`src/rtl/core/sla_pkg.sv`:
```
// ----------------------------------------------------------------------------
// sla_pkg
// shared types and constants of the serial line assembler
// ----------------------------------------------------------------------------
package sla_pkg;

   typedef logic [1:0] kind_type;

   localparam kind_type KIND_STORE    = 2'd0;
   localparam kind_type KIND_ECHO     = 2'd1;
   localparam kind_type KIND_COMPLETE = 2'd2;

   typedef logic [1:0] reg_index_type;

   localparam reg_index_type REG_BINARY_MODE     = 2'd0;
   localparam reg_index_type REG_ECHO_ENABLE     = 2'd1;
   localparam reg_index_type REG_MACHINE_REPLIES = 2'd2;

   localparam logic [7:0]  CHAR_BS    = 8'h08;
   localparam logic [7:0]  CHAR_LF    = 8'h0A;
   localparam logic [7:0]  CHAR_CR    = 8'h0D;
   localparam logic [7:0]  CHAR_SPACE = 8'h20;
   localparam logic [7:0]  CHAR_DEL   = 8'h7F;
   localparam logic [63:0] END_MARKER = 64'hBADC_0FFE_E00F_F00D;

   typedef struct packed {
      logic binary_mode;
      logic echo_enable;
      logic machine_replies;
   } cfg_type;

   typedef struct packed {
      kind_type   kind;
      logic [7:0] position;
      logic [7:0] data_byte;
      logic [8:0] line_length;
   } result_type;

   typedef struct packed {
      logic [1:0]           count;
      result_type [2:0]     slot;
   } bundle_type;

endpackage

```
`src/rtl/core/serial_line_assembler.sv`:
```
// ----------------------------------------------------------------------------
// serial_line_assembler
// assembles received serial bytes into text or binary command lines
// ----------------------------------------------------------------------------
// Each received byte is captured in an input register and decoded into zero
// to three result beats (store, echo, line complete); a bundle with at least
// one beat enters a two-deep bundle queue once the queue has room. The result
// port moves one beat per cycle while rsp_ready is high, so a byte occupies the
// result port for as many beats as it has results, the first passing through
// the input register and a queue entry register. A new byte is taken every
// cycle while the queue has room. No clearing pass is needed after reset.
module serial_line_assembler
   import sla_pkg::*;
#(
   parameter int LINE_MAX = 256
) (
   input  logic        clock,
   input  logic        reset,

   input  logic        req_valid,
   output logic        req_ready,
   input  logic [7:0]  req_rx_byte,

   output logic        rsp_valid,
   input  logic        rsp_ready,
   output logic [1:0]  rsp_kind,
   output logic [7:0]  rsp_position,
   output logic [7:0]  rsp_data_byte,
   output logic [8:0]  rsp_line_length,
   output logic        rsp_last,

   input  logic        csr_psel,
   input  logic        csr_penable,
   input  logic        csr_pwrite,
   input  logic [3:0]  csr_paddr,
   input  logic [31:0] csr_pwdata,
   output logic [31:0] csr_prdata,
   output logic        csr_pready
);

   logic          in_valid_ff;
   logic [7:0]    in_byte_ff;
   cfg_type       cfg_ff;
   reg_index_type csr_index;
   logic          csr_write;
   logic          advance;
   logic          queue_full;
   bundle_type    bundle;
   result_type    rsp_result;

   assign csr_pready = 1'b1;
   assign csr_index  = csr_paddr[3:2];
   assign csr_write  = csr_psel & csr_penable & csr_pwrite & csr_pready;

   always_comb begin
      case (csr_index)
         REG_BINARY_MODE:     csr_prdata = {31'd0, cfg_ff.binary_mode};
         REG_ECHO_ENABLE:     csr_prdata = {31'd0, cfg_ff.echo_enable};
         REG_MACHINE_REPLIES: csr_prdata = {31'd0, cfg_ff.machine_replies};
         default:             csr_prdata = 32'd0;
      endcase
   end

   always_ff @(posedge clock) begin
      if (reset) begin
         cfg_ff.binary_mode     <= 1'b0;
         cfg_ff.echo_enable     <= 1'b1;
         cfg_ff.machine_replies <= 1'b0;
      end else if (csr_write) begin
         case (csr_index)
            REG_BINARY_MODE:     cfg_ff.binary_mode     <= csr_pwdata[0];
            REG_ECHO_ENABLE:     cfg_ff.echo_enable     <= csr_pwdata[0];
            REG_MACHINE_REPLIES: cfg_ff.machine_replies <= csr_pwdata[0];
            default:             cfg_ff                 <= cfg_ff;
         endcase
      end
   end

   assign advance   = in_valid_ff & ~queue_full;
   assign req_ready = ~in_valid_ff | advance;

   always_ff @(posedge clock) begin
      if (reset) begin
         in_valid_ff <= 1'b0;
      end else if (req_ready) begin
         in_valid_ff <= req_valid;
      end
   end

   always_ff @(posedge clock) begin
      if (req_valid && req_ready) begin
         in_byte_ff <= req_rx_byte;
      end
   end

   sla_line_engine #(
      .LINE_MAX (LINE_MAX)
   ) u_engine (
      .clock   (clock),
      .reset   (reset),
      .step    (advance),
      .rx_byte (in_byte_ff),
      .cfg     (cfg_ff),
      .bundle  (bundle)
   );

   sla_result_queue u_queue (
      .clock      (clock),
      .reset      (reset),
      .push       (advance && (bundle.count != 2'd0)),
      .bundle     (bundle),
      .full       (queue_full),
      .rsp_valid  (rsp_valid),
      .rsp_ready  (rsp_ready),
      .rsp_result (rsp_result),
      .rsp_last   (rsp_last)
   );

   assign rsp_kind        = rsp_result.kind;
   assign rsp_position    = rsp_result.position;
   assign rsp_data_byte   = rsp_result.data_byte;
   assign rsp_line_length = rsp_result.line_length;

   // line complete always closes the results of its byte
   assert property (@(posedge clock) disable iff (reset)
      (rsp_valid && rsp_kind == KIND_COMPLETE) |-> rsp_last)
      else $error("line complete not last beat");

   // a byte's remaining beats follow without a gap
   assert property (@(posedge clock) disable iff (reset)
      (rsp_valid && rsp_ready && !rsp_last) |=> rsp_valid)
      else $error("result beats of one byte interrupted");

   assert property (@(posedge clock) disable iff (reset)
      (rsp_valid && rsp_kind == KIND_COMPLETE) |->
         (rsp_position == 8'd0 && rsp_data_byte == 8'd0))
      else $error("line complete carries store fields");

   assert property (@(posedge clock) disable iff (reset)
      (rsp_valid && rsp_kind == KIND_ECHO) |-> (rsp_line_length == 9'd0))
      else $error("echo carries a line length");

endmodule

```
`src/rtl/core/sla_line_engine.sv`:
```
// ----------------------------------------------------------------------------
// sla_line_engine
// line state and per-byte decode into a bundle of up to three results
// ----------------------------------------------------------------------------
module sla_line_engine
   import sla_pkg::*;
#(
   parameter int LINE_MAX = 256
) (
   input  logic       clock,
   input  logic       reset,
   input  logic       step,
   input  logic [7:0] rx_byte,
   input  cfg_type    cfg,
   output bundle_type bundle
);

   localparam int PW = $clog2(LINE_MAX);
   localparam int CW = (PW + 1 > 9) ? PW + 1 : 9;

   logic [PW-1:0] pos_ff;
   logic [PW-1:0] pos_in;
   logic [63:0]   window_ff;
   logic [63:0]   window_in;

   logic [CW-1:0] pos_ext;
   logic [CW-1:0] next_pos;
   logic [PW-1:0] wrapped;
   logic [CW-1:0] bin_len;
   logic [63:0]   window_shift;
   logic [7:0]    store_byte;
   logic          char_echo;
   logic          is_erase;
   logic          is_cr;
   result_type    store_res;
   result_type    blank_res;

   always_comb begin
      pos_ext   = CW'(pos_ff);
      next_pos  = pos_ext + CW'(1);
      wrapped   = (next_pos >= CW'(LINE_MAX)) ? '0 : next_pos[PW-1:0];
      bin_len   = next_pos - CW'(8);
      char_echo = cfg.echo_enable & ~cfg.machine_replies;
      is_erase  = (rx_byte == CHAR_BS) || (rx_byte == CHAR_DEL);
      is_cr     = (rx_byte == CHAR_CR);

      store_byte   = (!cfg.binary_mode && is_cr) ? CHAR_SPACE : rx_byte;
      window_shift = {window_ff[55:0], store_byte};

      blank_res             = '0;
      store_res             = '0;
      store_res.kind        = KIND_STORE;
      store_res.position    = pos_ext[7:0];
      store_res.data_byte   = store_byte;

      bundle       = '0;
      bundle.slot  = {blank_res, blank_res, blank_res};
      pos_in       = pos_ff;
      window_in    = window_ff;

      if (cfg.binary_mode) begin
         bundle.slot[0] = store_res;
         window_in      = window_shift;
         if ((next_pos >= CW'(8)) && (window_shift == END_MARKER)) begin
            bundle.slot[1].kind        = KIND_COMPLETE;
            bundle.slot[1].line_length = bin_len[8:0];
            bundle.count               = 2'd2;
            pos_in                     = '0;
         end else begin
            bundle.count = 2'd1;
            pos_in       = wrapped;
         end
      end else if (is_erase) begin
         if (pos_ff != '0) begin
            pos_in = pos_ff - PW'(1);
            if (cfg.echo_enable) begin
               bundle.slot[0].kind      = KIND_ECHO;
               bundle.slot[0].data_byte = CHAR_BS;
               bundle.slot[1].kind      = KIND_ECHO;
               bundle.slot[1].data_byte = CHAR_SPACE;
               bundle.slot[2].kind      = KIND_ECHO;
               bundle.slot[2].data_byte = CHAR_BS;
               bundle.count             = 2'd3;
            end
         end
      end else if (is_cr) begin
         bundle.slot[0] = store_res;
         window_in      = window_shift;
         pos_in         = '0;
         if (char_echo) begin
            bundle.slot[1].kind        = KIND_ECHO;
            bundle.slot[1].data_byte   = CHAR_LF;
            bundle.slot[2].kind        = KIND_COMPLETE;
            bundle.slot[2].line_length = next_pos[8:0];
            bundle.count               = 2'd3;
         end else begin
            bundle.slot[1].kind        = KIND_COMPLETE;
            bundle.slot[1].line_length = next_pos[8:0];
            bundle.count               = 2'd2;
         end
      end else begin
         bundle.slot[0] = store_res;
         window_in      = window_shift;
         pos_in         = wrapped;
         if (char_echo) begin
            bundle.slot[1].kind      = KIND_ECHO;
            bundle.slot[1].data_byte = rx_byte;
            bundle.count             = 2'd2;
         end else begin
            bundle.count = 2'd1;
         end
      end
   end

   always_ff @(posedge clock) begin
      if (reset) begin
         pos_ff    <= '0;
         window_ff <= '0;
      end else if (step) begin
         pos_ff    <= pos_in;
         window_ff <= window_in;
      end
   end

endmodule

```
`src/rtl/core/sla_result_queue.sv`:
```
// ----------------------------------------------------------------------------
// sla_result_queue
// two-deep bundle queue, unrolled one beat per cycle while rsp_ready is high
// ----------------------------------------------------------------------------
module sla_result_queue
   import sla_pkg::*;
(
   input  logic       clock,
   input  logic       reset,
   input  logic       push,
   input  bundle_type bundle,
   output logic       full,
   output logic       rsp_valid,
   input  logic       rsp_ready,
   output result_type rsp_result,
   output logic       rsp_last
);

   bundle_type entry_ff [2];
   logic       wr_ptr_ff;
   logic       rd_ptr_ff;
   logic [1:0] fill_ff;
   logic [1:0] fill_in;
   logic [1:0] slot_ff;
   logic [1:0] slot_in;
   bundle_type head;
   logic       take;
   logic       pop;

   always_comb begin
      head       = entry_ff[rd_ptr_ff];
      full       = (fill_ff == 2'd2);
      rsp_valid  = (fill_ff != 2'd0);
      rsp_result = head.slot[slot_ff];
      rsp_last   = (slot_ff == head.count - 2'd1);
      take       = rsp_valid & rsp_ready;
      pop        = take & rsp_last;
      slot_in    = pop ? 2'd0 : (take ? slot_ff + 2'd1 : slot_ff);
      fill_in    = fill_ff + {1'b0, push} - {1'b0, pop};
   end

   always_ff @(posedge clock) begin
      if (reset) begin
         wr_ptr_ff <= 1'b0;
         rd_ptr_ff <= 1'b0;
         fill_ff   <= 2'd0;
         slot_ff   <= 2'd0;
      end else begin
         wr_ptr_ff <= wr_ptr_ff ^ push;
         rd_ptr_ff <= rd_ptr_ff ^ pop;
         fill_ff   <= fill_in;
         slot_ff   <= slot_in;
      end
   end

   always_ff @(posedge clock) begin
      if (push) begin
         entry_ff[wr_ptr_ff] <= bundle;
      end
   end

endmodule
```
`config.mk`:
```
export PLATFORM = sky130hd
export DESIGN_NAME = serial_line_assembler
export DESIGN_NICKNAME = d
export VERILOG_FILES = /design/src/rtl/core/sla_pkg.sv /design/src/rtl/core/serial_line_assembler.sv /design/src/rtl/core/sla_line_engine.sv /design/src/rtl/core/sla_result_queue.sv
export SDC_FILE = /design/constraint.sdc
export NUM_CORES = 1
export LEC_CHECK = 0
export BUFFER_PORTS_ARGS = -buffer_cell sky130_fd_sc_hd__buf_2
export CAP_MARGIN = 15
export CORE_MARGIN = 3
export CORE_UTILIZATION = 53
export DETAILED_ROUTE_END_ITERATION = 10
export PLACE_DENSITY = 0.75
export SYNTH_ARGS = -nofsm -noshare
export SYNTH_HDL_FRONTEND = slang
export SYNTH_HIERARCHICAL = 1
export SYNTH_SLANG_ARGS = --single-unit
export TNS_END_PERCENT = 30
```
`constraint.sdc`:
```
create_clock -name clock -period 6.4 [get_ports clock]
set_clock_uncertainty 0.1 [all_clocks]
set_input_delay 1.28 -clock clock [delete_from_list [all_inputs] [get_ports clock]]
set_output_delay 1.28 -clock clock [all_outputs]
set_load 0.02 [all_outputs]
```
==> reports/metrics.cfg <==
[sta]
tightest_slew_ns=0.7583
rsz0062_at_grt=no
finalHoldViolCount=0
fin_setup_tns_ns=0
finalMaxSlewViolations=0
fin_crit_sh=0.7380
max_freq_mhz=211.7
setup_violations=0
whs_ns=0.3505
maxSlewHeadroom=0.4945
period_needed_ns=4.723

[floorplanning]
die_area_um2=22680
top_level_ports=114
std_cell_rows=52
die_w_um=150.6
initial_utilization=0.5443
die-height_um=150.6
core_area_um2=20360

[yosys]
syn_avg_cell_area_um2=12.06
syn_area_um2=11080
synth-seq-area-share=0.6050
ys_warn_count=6
synthFlopType=edfxtp_1
synth_edf_count=174
synth_top_family_by_area=simple AND/OR/NAND/NOR gates
synth.distinct_cells=63
synth_area_leaders=edfxtp_1 47%, dfxtp_1 13%, mux4_2 5.5%
synth_fa_ha_area_frac=0.01355
synth_top_area_frac=0.4714
synth_compound_area_frac=0.07190
synth-simple-area-share=0.1225
synth_top_cell_by_area=edfxtp_1
synth-xor-area-share=0.01253
ys_async_sr_fraction=0
synth_cells=919
synth.area.mux_share=0.09279
ys_seq_elements=248

[worst_setup_path]
path_depth=12
crit_buf_inv=1
critPathArrivalTime_ns=4.78
reg2reg_depth=12
crit_slowest_cell=or4_4
cp-start-kind=flop
cp-end-kind=flop
slowest_delay_ns=0.64
crit_type=flop to flop
path_delay_family=adder cells
cp.required_ns=6.46
cp_max_fo=41
path_cells=ha_1 > nand3_1 > xor2_1 > ha_1 > nand4b_1 > nand4b_1 > mux2i_1 > or4_4 > o211ai_1 > o21a_1 > ha_4 > buf_4

[clocking]
cts_made_buffers=24
cts_hold_buf=0
clock_path_buffers=3
clock_latency_ns=0.52
postCtsSetupRepairBufs=0
clkSinkCount=248
cts_tree=done
clk_pin_slew_ns=0.06
htree_levels=1
postCtsResizedCells=0
cts-root-buf=clkbuf_16

[power]
p_sw_uw=838.6
p_sw_frac=0.2354
power.leakage_uw=0.004224
seqPwrFrac=0.509
clkPwrFrac=0.393
peakVddDrop_v=0.0001746
combPwrFrac=0.098
p_int_uw=2724
power-per-cell-area_nw_per_um2=295.6

[detailed_routing]
via_per_inst=5.440
totalWireLength_mm=20.61
drt-initial-drc-count=523
drc=0
avgRoutedWirePerCell_um=16.69
vias=6719
drtAntennaViolNets=0
firstDrtPassIters=5

[global_route]
grt_pass1_vias=6547
grt.total_usage=0.1820
antenna_found_initial=0
grt_pass1_wl_mm=33.31
overflow=0
grt_max_degree=76

[finish]
final_common_cell=edfxtp_1
nets=1011
fin_area_um2=12050
layout_common_cells=174 x edfxtp_1, 135 x nand2_1, 73 x dfxtp_1
multi_input_area_um2=3752
drive_gt1_frac=0.1399
fin_util=0.5918
synthToLayoutAreaGrowth_pct=8.726
num_antenna_cells=0
num-fill-cells=1635
regArea_um2=6710

[placed_design]
gp_congestion=0.8696
portBuffers=48
place_area_um2=11270
dp_hpwl_mm=13.04

[min_path]
min_path_cells=2
min_path_type=flop to flop

[flow_run]
maxCapViolations=0

[run_status]
outcome=finished clean

[power groups by stage]
stage / logic (uW) / registers (uW) / clock network, uW
2_1_floorplan: 284 / 1840 / 0
3_3_place_gp: 348 / 1850 / 0
3_5_place_dp: 352 / 1850 / 0
4_1_cts: 352 / 1810 / 1430
5_1_grt: 383 / 1820 / 1490
6_report: 349 / 1810 / 1400
[cell usage after synthesis, types with 2 or more instances]
cell	count
a21o_1	2
a21oi_1	65
a31oi_1	4
and2_1	17
and3_1	15
buf_1	2
buf_2	4
buf_4	71
buf_6	5
clkbuf_1	37
clkinv_1	2
conb_1	3
dfxtp_1	74
edfxtp_1	174
ha_1	12
inv_1	34
mux2i_1	37
mux2i_2	2
mux4_2	27
nand2_1	135
nand2b_1	6
nand3_1	17
nand3b_1	2
nand4_1	8
nand4b_1	7
nand4bb_1	2
nor2_1	37
nor2b_1	6
nor3_1	7
nor3b_1	3
nor4_1	4
nor4bb_1	2
o21a_1	7
o21ai_0	9
o21ai_1	6
o22ai_1	32
or3_1	3
or4_1	2
xnor2_1	9
xor2_1	5
[tightest hold or removal path, stage by stage, from the launching register on]
cell     delay [ns]
dfxtp_1        0.30
nand2_1        0.05
a21oi_1        0.05
[final timing paths]
check                                            start                      to  slack [ns]
worst max-delay path                u_engine/pos_ff[0]  u_queue/entry_ff[1][4]        1.68
worst min-delay path            u_engine/window_ff[50]  u_engine/window_ff[50]        0.35
worst max register to register      u_engine/pos_ff[0]  u_queue/entry_ff[1][4]        1.68
worst min register to register  u_engine/window_ff[50]  u_engine/window_ff[50]        0.35
[cells by family after synthesis]
group / after synthesis
mux: 68
fa+ha+maj: 12
buf+inv: 156
other cells: 3
simple gates: 280
flops: 248
compound gates: 137
xor+xnor: 15
[metrics by stage]
step | setup WS, ns | std cells | total power (uW)
2_1_floorplan | 1.256 | 981 | 2122
3_3_place_gp | 1.817 | 1192 | 2193
3_5_place_dp | 1.760 | 1192 | 2201
4_1_cts | 1.687 | 1235 | 3593
5_1_grt | 1.363 | 1235 | 3692
6_report | 1.677 | 1235 | 3563
[layout make-up]
cell class                      count  area share
Timing Repair Buffer               60     0.02741
Multi-Input combinational cell    577      0.3114
Inverter                           37     0.01152
Tap cell                          270     0.02803
Clock inverter                     15     0.01298
Clock buffer                       28     0.05191
Sequential cell                   248      0.5568
[per-layer routing]
metal / wire length, um / GRT usage / part of all wire / up-vias
met5: 0 / 0 / 0 / -
met4: 333 / 0.03989 / 0.016 / 0
met3: 1139 / 0.02830 / 0.055 / 33
met2: 10140 / 0.3061 / 0.49 / 171
met1: 9000 / 0.2531 / 0.44 / 3292
li1: - / - / - / 3223
[registers in the layout, summed over array words and instances, names as in the netlist]
name,cells
cfg_ff,3
in_byte_ff,8
in_valid_ff,1
u_engine/pos_ff,8
u_engine/window_ff,56
u_queue/entry_ff,166
u_queue/fill_ff,2
u_queue/rd_ptr_ff,1
u_queue/slot_ff,2
u_queue/wr_ptr_ff,1
(Power assumes the default switching activity.)
